File: src/design/assert_macros.svh
// Assertion macros shared by the lamp controller RTL.
`ifndef ASSERT_MACROS_SVH
`define ASSERT_MACROS_SVH

// Same-cycle implication, disabled while reset is asserted.
`define ALM_ASSERT_IMP(lbl, clk, rstn, ante, cons) \
    lbl: assert property (@(posedge clk) disable iff (!(rstn)) (ante) |-> (cons)) \
        else $error("same-cycle implication check failed");

// Next-cycle implication, disabled while reset is asserted.
`define ALM_ASSERT_NEXT(lbl, clk, rstn, ante, cons) \
    lbl: assert property (@(posedge clk) disable iff (!(rstn)) (ante) |=> (cons)) \
        else $error("next-cycle implication check failed");

`endif

File: src/design/alm_pkg.sv
// Shared types and constants for the exterior-lamp mode controller.
`timescale 1ns / 1ps
`default_nettype none

package alm_pkg;

    localparam int unsigned TICK_MS_DEF = 10;
    localparam int unsigned MS_PER_S    = 1000;
    localparam int unsigned CD_W        = 15;
    localparam int unsigned CD_MAX      = 32767;
    localparam int unsigned SECS_W      = 8;
    localparam int unsigned LAMP_W      = 3;
    localparam int unsigned CFG_IDX_W   = 3;
    localparam int unsigned CFG_DATA_W  = 8;

    // Configuration register indexes.
    localparam logic [CFG_IDX_W-1:0] CFG_WELCOME_SECONDS   = 3'd0;
    localparam logic [CFG_IDX_W-1:0] CFG_GOODBYE_SECONDS   = 3'd1;
    localparam logic [CFG_IDX_W-1:0] CFG_WELCOME_LAMPS     = 3'd2;
    localparam logic [CFG_IDX_W-1:0] CFG_GOODBYE_LAMPS     = 3'd3;
    localparam logic [CFG_IDX_W-1:0] CFG_ACC_LAMPS_ENABLED = 3'd4;
    localparam logic [CFG_IDX_W-1:0] CFG_ACC_LAMPS         = 3'd5;

    // Lamp masks: bit0 parking, bit1 xenon, bit2 fog.
    localparam logic [LAMP_W-1:0] LAMPS_OFF = 3'b000;
    localparam logic [LAMP_W-1:0] LAMPS_DRL = 3'b011;

    typedef enum logic [2:0] {
        MODE_OFF     = 3'd0,
        MODE_WELCOME = 3'd1,
        MODE_ACC     = 3'd2,
        MODE_DRL     = 3'd3,
        MODE_GOODBYE = 3'd4,
        MODE_MANUAL  = 3'd5
    } t_mode;

    typedef struct packed {
        logic ignition_on;
        logic auto_selected;
        logic engine_running;
        logic unlock_event;
    } t_in;

    typedef struct packed {
        logic [2:0]        mode_out;
        logic [LAMP_W-1:0] lamps;
    } t_out;

    // Durations are kept as tick counts, already converted at write time.
    typedef struct packed {
        logic [CD_W-1:0]   welcome_ticks;
        logic [CD_W-1:0]   goodbye_ticks;
        logic [LAMP_W-1:0] welcome_lamps;
        logic [LAMP_W-1:0] goodbye_lamps;
        logic              acc_lamps_enabled;
        logic [LAMP_W-1:0] acc_lamps;
    } t_cfg;

endpackage

`default_nettype wire

File: src/design/alm_core.sv
// Mode state machine, countdown and lamp drive of the lamp controller.
`timescale 1ns / 1ps
`default_nettype none

module alm_core import alm_pkg::*; (
    input  wire logic i_clk,
    input  wire logic i_rst_n,
    input  wire logic i_step,
    input  wire t_in  i_tick,
    input  wire t_cfg i_cfg,
    output t_out      o_result
);

    t_mode             r_mode, n_mode;
    logic [CD_W-1:0]   r_countdown, n_countdown, w_cd_dec;
    logic [LAMP_W-1:0] r_lamps, n_lamps;
    logic              w_ign, w_auto, w_eng, w_unlock, w_enter;

    assign w_ign    = i_tick.ignition_on;
    assign w_auto   = i_tick.auto_selected;
    assign w_eng    = i_tick.engine_running;
    assign w_unlock = i_tick.unlock_event;

    // The countdown drops before the mode rules look at it.
    assign w_cd_dec = r_countdown - CD_W'(r_countdown != '0);

    // Next state.
    always_comb begin
        n_mode = r_mode;
        case (r_mode)
            MODE_OFF: begin
                if (w_ign && !w_auto)                          n_mode = MODE_MANUAL;
                else if (w_ign && w_eng)                       n_mode = MODE_DRL;
                else if (w_ign)                                n_mode = MODE_ACC;
                else if (w_unlock && i_cfg.welcome_ticks != '0) n_mode = MODE_WELCOME;
            end
            MODE_WELCOME: begin
                if (w_ign && !w_auto)      n_mode = MODE_MANUAL;
                else if (w_ign && w_eng)   n_mode = MODE_DRL;
                else if (w_ign)            n_mode = MODE_ACC;
                else if (w_cd_dec == '0)   n_mode = MODE_OFF;
            end
            MODE_ACC: begin
                if (!w_ign)       n_mode = MODE_OFF;
                else if (!w_auto) n_mode = MODE_MANUAL;
                else if (w_eng)   n_mode = MODE_DRL;
            end
            MODE_DRL: begin
                if (!w_ign && !w_eng) n_mode = MODE_OFF;
                else if (!w_auto)     n_mode = MODE_MANUAL;
                else if (!w_eng) begin
                    n_mode = (i_cfg.goodbye_ticks != '0) ? MODE_GOODBYE : MODE_ACC;
                end
            end
            MODE_GOODBYE: begin
                if (w_eng)                n_mode = MODE_DRL;
                else if (!w_ign)          n_mode = MODE_OFF;
                else if (w_cd_dec == '0)  n_mode = MODE_ACC;
            end
            MODE_MANUAL: begin
                if (!w_ign)      n_mode = MODE_OFF;
                else if (w_auto) n_mode = w_eng ? MODE_DRL : MODE_ACC;
            end
            default: ;
        endcase
    end

    // No rule leads back to the mode it starts from, so a change means an entry.
    assign w_enter = (n_mode != r_mode);

    // Entry actions.
    always_comb begin
        n_countdown = w_cd_dec;
        n_lamps     = r_lamps;
        if (w_enter) begin
            case (n_mode)
                MODE_WELCOME: begin
                    n_countdown = i_cfg.welcome_ticks;
                    n_lamps     = i_cfg.welcome_lamps;
                end
                MODE_ACC: begin
                    n_countdown = '0;
                    n_lamps     = i_cfg.acc_lamps_enabled ? i_cfg.acc_lamps : LAMPS_OFF;
                end
                MODE_DRL: begin
                    n_countdown = '0;
                    n_lamps     = LAMPS_DRL;
                end
                MODE_GOODBYE: begin
                    n_countdown = i_cfg.goodbye_ticks;
                    n_lamps     = i_cfg.goodbye_lamps;
                end
                default: begin
                    n_countdown = '0;
                    n_lamps     = LAMPS_OFF;
                end
            endcase
        end
    end

    always_ff @(posedge i_clk) begin
        if (!i_rst_n) begin
            r_mode      <= MODE_OFF;
            r_countdown <= '0;
            r_lamps     <= LAMPS_OFF;
        end else if (i_step) begin
            r_mode      <= n_mode;
            r_countdown <= n_countdown;
            r_lamps     <= n_lamps;
        end
    end

    assign o_result.mode_out = n_mode;
    assign o_result.lamps    = n_lamps;

endmodule

`default_nettype wire

File: src/design/auto_lamp_mode_controller.sv
// Top level of the exterior-lamp mode controller.
//
//   channel | direction | handshake                      | payload
//   --------+-----------+--------------------------------+------------------------
//   in      | input     | i_in_valid / o_in_ready        | i_in_data  (t_in)
//   out     | output    | o_out_valid / i_out_ready      | o_out_data (t_out)
//   cfg     | input     | i_cfg_valid / o_cfg_ready      | i_cfg_index, i_cfg_data
//
// One tick item is taken per cycle while the input side is not stalled; its result appears in the cycle after.
// The mode logic sits between the state registers and the output register.
// A full output register that is not being taken stalls the input side.
// Reset is synchronous and active low; it returns the block to off, all lamps dark.
// Configuration writes are taken in every cycle.
`timescale 1ns / 1ps
`default_nettype none
`include "assert_macros.svh"

module auto_lamp_mode_controller import alm_pkg::*; #(
    parameter int unsigned TICK_MS = TICK_MS_DEF
) (
    input  wire logic                  i_clk,
    input  wire logic                  i_rst_n,
    input  wire logic                  i_in_valid,
    output logic                       o_in_ready,
    input  wire t_in                   i_in_data,
    output logic                       o_out_valid,
    input  wire logic                  i_out_ready,
    output t_out                       o_out_data,
    input  wire logic                  i_cfg_valid,
    output logic                       o_cfg_ready,
    input  wire logic [CFG_IDX_W-1:0]  i_cfg_index,
    input  wire logic [CFG_DATA_W-1:0] i_cfg_data
);

    logic [CD_W-1:0] w_tick_table [2**SECS_W];
    t_cfg            r_cfg;
    t_out            w_result, r_out_data;
    logic            r_out_valid, w_in_ready, w_in_fire;

    // Seconds to ticks, truncated and saturated to the countdown width.
    for (genvar g = 0; g < 2**SECS_W; g++) begin : g_ticks
        localparam int unsigned RAW = (g * MS_PER_S) / TICK_MS;
        assign w_tick_table[g] = (RAW > CD_MAX) ? CD_W'(CD_MAX) : CD_W'(RAW);
    end

    assign o_cfg_ready = 1'b1;

    always_ff @(posedge i_clk) begin
        if (!i_rst_n) begin
            r_cfg <= '0;
        end else if (i_cfg_valid) begin
            case (i_cfg_index)
                CFG_WELCOME_SECONDS:   r_cfg.welcome_ticks     <= w_tick_table[i_cfg_data];
                CFG_GOODBYE_SECONDS:   r_cfg.goodbye_ticks     <= w_tick_table[i_cfg_data];
                CFG_WELCOME_LAMPS:     r_cfg.welcome_lamps     <= i_cfg_data[LAMP_W-1:0];
                CFG_GOODBYE_LAMPS:     r_cfg.goodbye_lamps     <= i_cfg_data[LAMP_W-1:0];
                CFG_ACC_LAMPS_ENABLED: r_cfg.acc_lamps_enabled <= i_cfg_data[0];
                CFG_ACC_LAMPS:         r_cfg.acc_lamps         <= i_cfg_data[LAMP_W-1:0];
                default: ;
            endcase
        end
    end

    assign w_in_ready = !r_out_valid || i_out_ready;
    assign w_in_fire  = i_in_valid && w_in_ready;
    assign o_in_ready = w_in_ready;

    alm_core u_core (
        .i_clk    (i_clk),
        .i_rst_n  (i_rst_n),
        .i_step   (w_in_fire),
        .i_tick   (i_in_data),
        .i_cfg    (r_cfg),
        .o_result (w_result)
    );

    always_ff @(posedge i_clk) begin
        if (!i_rst_n) begin
            r_out_valid <= 1'b0;
        end else if (w_in_ready) begin
            r_out_valid <= i_in_valid;
        end
    end

    always_ff @(posedge i_clk) begin
        if (w_in_fire) begin
            r_out_data <= w_result;
        end
    end

    assign o_out_valid = r_out_valid;
    assign o_out_data  = r_out_data;

    `ALM_ASSERT_NEXT(a_fire_gives_result, i_clk, i_rst_n, w_in_fire, o_out_valid)
    `ALM_ASSERT_IMP(a_drl_lamps, i_clk, i_rst_n, o_out_valid && o_out_data.mode_out == MODE_DRL, o_out_data.lamps == LAMPS_DRL)
    `ALM_ASSERT_IMP(a_dark_modes, i_clk, i_rst_n, o_out_valid && (o_out_data.mode_out == MODE_OFF || o_out_data.mode_out == MODE_MANUAL), o_out_data.lamps == LAMPS_OFF)

endmodule

`default_nettype wire

File: config.mk
export PLATFORM = sky130hd
export DESIGN_NAME = auto_lamp_mode_controller
export DESIGN_NICKNAME = d
export VERILOG_FILES = /design/src/design/alm_pkg.sv /design/src/design/alm_core.sv /design/src/design/auto_lamp_mode_controller.sv
export VERILOG_INCLUDE_DIRS = /design/src /design/src/design
export SDC_FILE = /design/constraint.sdc
export NUM_CORES = 1
export LEC_CHECK = 0
export ABC_AREA = 1
export BUFFER_PORTS_ARGS = -buffer_cell sky130_fd_sc_hd__clkbuf_2
export CORE_MARGIN = 4
export CORE_UTILIZATION = 36
export CTS_BUF_LIST = sky130_fd_sc_hd__clkbuf_8 sky130_fd_sc_hd__clkbuf_16
export CTS_CLUSTER_DIAMETER = 80
export CTS_CLUSTER_SIZE = 20
export DETAILED_ROUTE_END_ITERATION = 8
export PLACE_DENSITY = 0.63
export SYNTH_ARGS = -nofsm -noshare
export SYNTH_HDL_FRONTEND = slang
export SYNTH_SLANG_ARGS = --single-unit
File: constraint.sdc
create_clock -name i_clk -period 3.4 [get_ports i_clk]
set_input_delay 0 -clock i_clk [delete_from_list [all_inputs] [get_ports i_clk]]
set_output_delay 0 -clock i_clk [all_outputs]
set_load 0.02 [all_outputs]
==> flow_summary.ini <==
[status]
outcome = completed

[worst_setup_path]
reg2reg_from = u_core.r_countdown[3]
timing.rr.end = u_core.r_countdown[14]
worst-r2r-cell-count = 24
slowest_delay_ns = 0.33
cp.required_ns = 3.65
critPathArrivalTime_ns = 3.51
crit_type = flop to flop
endpoint_kind = flop
rrSetupSlack_ns = 0.14
cpMaxStageDelayCell = dfxtp_2
path_common_cell = nand2_2
crit_chain = nor2_4, nand2_2, nor4_2, nand4_1, ha_2, buf_4, nand3_1, nor2_1, nand2_1, nand2_1, nor2_1, nand2_1, nor2_2, nand2_2, nand2_2, nand3_2, nand2_2, nand3_4, nor2_4, nand2_8, buf_4, nand3_2, nand2_2, a21oi_2
path_max_fanout = 14
start_kind = flop

[synth]
netlist_instances = 745
synth-warning-count = 0
synth_area_sq_um = 4620
synth-seq-cells = 64
synth_fp_nets = 773
synth-async-reset-ratio_pct = 0
synth_edf_count = 6
syn_area_per_cell_sq_um = 6.20
synth_flop_cell = dfxtp_1
synth_cell_types = 40
synth-seq-area-share_pct = 29.0

[global_routing]
first_global_vias = 4301
antenna_found_initial = 0
grt_overflow = 0
grt_first_pass_wirelength_um = 20900
grt_usage_pct = 17.2
grt_max_degree = 28

[timing]
drv_slew = 0
post-route-period-util_pct = 95.9
final.setup_skew_ns = 0.00482
rsz0062_at_grt = true
period_minus_slack_ns = 3.26
hold_viol = 0
setup_violations = 0
setup_tns_ns = 0
max_freq_ghz = 0.307
setup_ws_ns = 0.140
worst_pin_slew_ns = 0.911
worst_slew_margin_rel_pct = 39.2

[routing]
wl_met2_um = 6050
antenna_left = 0
drt_iter0_drc = 393
drc_errors = 0
met3WireLength_um = 562
wl_met1_um = 6120
top_layer = met4
drt_wl_total_um = 12900
dr.pass1.iters = 6
vias = 4864
vias_per_cell = 5.04
wire_per_inst_um = 13.4

[finish]
synthToLayoutAreaGrowth_pct = 23.1
drive_gt1_share_pct = 21.7
antennaDiodeCount = 0
layout.nets = 816
fillers = 1289

[hold_path]
hold_end = r_cfg[3]
min-delay-start = i_cfg_index[2]
hold_depth = 4
hold_path.class = primary input to flop

[floorplan]
die_h_um = 121
start_util_pct = 36.6
ios = 29
rows = 41
core-area_sq_um = 12600
die_area_sq_um = 14700
die_w_um = 121

[clock_tree]
cts_tree = done
cts.clk_slew.worst_paths_ns = 0.06
cts_buffers = 9
clock_sinks = 64
htree_levels = 3
ctsRootBufferMaster = clkbuf_16
insertion_delay_ns = 0.33
cts_buffer_depth = 2

[place]
port_buffers = 27
dp_slack_ns = -0.0208
place.gp.congestion = 0.930
place_hpwl_um = 9210

[power_and_ir_drop]
ir_drop_mv = 0.307
pwr_density_cell_nw_per_um2 = 579
p_leak_nw = 2.74

[run]
cap_viol_max_count = 0
## metrics by stage
stage | cells | hold slack (ns) | utilization [%] | total power, mW | instance area, sq um
after floorplan | 745 | 0.138 | - | 1.71 | 4620
after global routing | 965 | 0.0934 | 45.1 | 3.49 | 5690
after global placement | 931 | 0.307 | 39.5 | 2.01 | 4980
after CTS | 948 | 0.0525 | 42.3 | 3.05 | 5340
after detailed placement | 931 | 0.317 | 39.5 | 2.00 | 4980
final | 965 | 0.0627 | 45.1 | 3.29 | 5690
## layout make-up
type | instances | area (sq um) | share of cell area [%]
well taps | 172 | 215 | 3.78
clock buffers | 11 | 264 | 4.64
clock inverters | 5 | 77.6 | 1.36
multi-input cells | 537 | 2890 | 50.8
repair buffers | 66 | 479 | 8.42
inverters | 110 | 418 | 7.35
flip-flops and latches | 64 | 1350 | 23.7
## worst max path at each step
stage	endpoint	cells after the start	from	slack, ns
after floorplan	u_core.r_countdown[10]	26	u_core.r_countdown[2]	0.33
after CTS	u_core.r_lamps[2]	26	u_core.r_countdown[13]	0.06
after global routing	u_core.r_countdown[3]	25	u_core.r_countdown[3]	-0.08
final	u_core.r_countdown[14]	24	u_core.r_countdown[3]	0.14
after detailed placement	u_core.r_lamps[2]	26	u_core.r_countdown[10]	-0.02
after global placement	u_core.r_countdown[14]	25	u_core.r_countdown[10]	0.08
## metal layers
| metal | GRT usage [%] | vias to the layer above |
|---|---|---|
| li1 | - | 2521 |
| met1 | 23.3 | 2190 |
| met2 | 28.0 | 135 |
| met3 | 3.26 | 18 |
| met4 | 4.48 | 0 |
| met5 | 0 | - |
## placed cells by master (no fill, tap or decap), drive strengths merged, types with 7 or more instances in the layout
cell and n:
nand4 21, o21ai 59, ha 8, buf 37, nand2 170, o211ai 7
inv 109, clkbuf 39, nand3 61, nor2 100, a21oi 67, dfxtp 58
## power breakdown
part	internal, mW	leakage [nW]	switching (mW)
clock network	0.703	0.172	0.334
registers	0.816	0.534	0.0426
logic	0.563	2.04	0.833
total	2.08	2.74	1.21
## sequential cells by signal, summed over array words and instances (netlist names)
| register | count |
|---|---|
| o_out_valid | 1 |
| u_core.r_countdown | 15 |
| o_out_data | 6 |
| u_core.r_lamps | 3 |
| u_core.r_mode | 3 |
| r_cfg | 36 |
## synthesized netlist by cell type, types with 7 or more instances
cell,number,area share (%)
nand4_1,21,2.8
inv_1,97,7.9
dfxtp_1,58,25
o211ai_1,7,1.1
nand3_1,48,5.2
a21oi_1,58,6.3
ha_1,8,2.2
a21oi_2,9,1.7
nand2_1,166,13
inv_2,11,0.89
clkbuf_1,25,2.0
nand3_2,12,2.6
nor2_1,91,7.4
o21ai_0,57,6.2
## what timing repair did
action	4_1_cts	5_1_grt
gates cloned	0	1
pin swaps	0	21
hold endpoints to repair	1	0
hold buffers	1	0
endpoints found under the setup margin	9	22
gates resized for setup	1	57
setup buffers	0	16
## critical path, delay by kind of cell, from the launching register on
kind	cells	cell delay (ns)
AOI/OAI and AO/OA	1	0.11
adders and majority gates	1	0.23
buffers and inverters	2	0.30
DFF	1	0.33
and+or+nand+nor	20	2.20
## kinds of logic after synthesis
family,count (synthesis),synth area share [%]
xor gates and xnor gates,8,1.52
DFF,64,29.0
adders and majority gates,8,2.17
and+or+nand+nor,365,36.0
AOI/OAI and AO/OA,155,18.9
buffers and inverters,144,12.4
other,1,0.0811
Power figures use the tool's default switching activity.
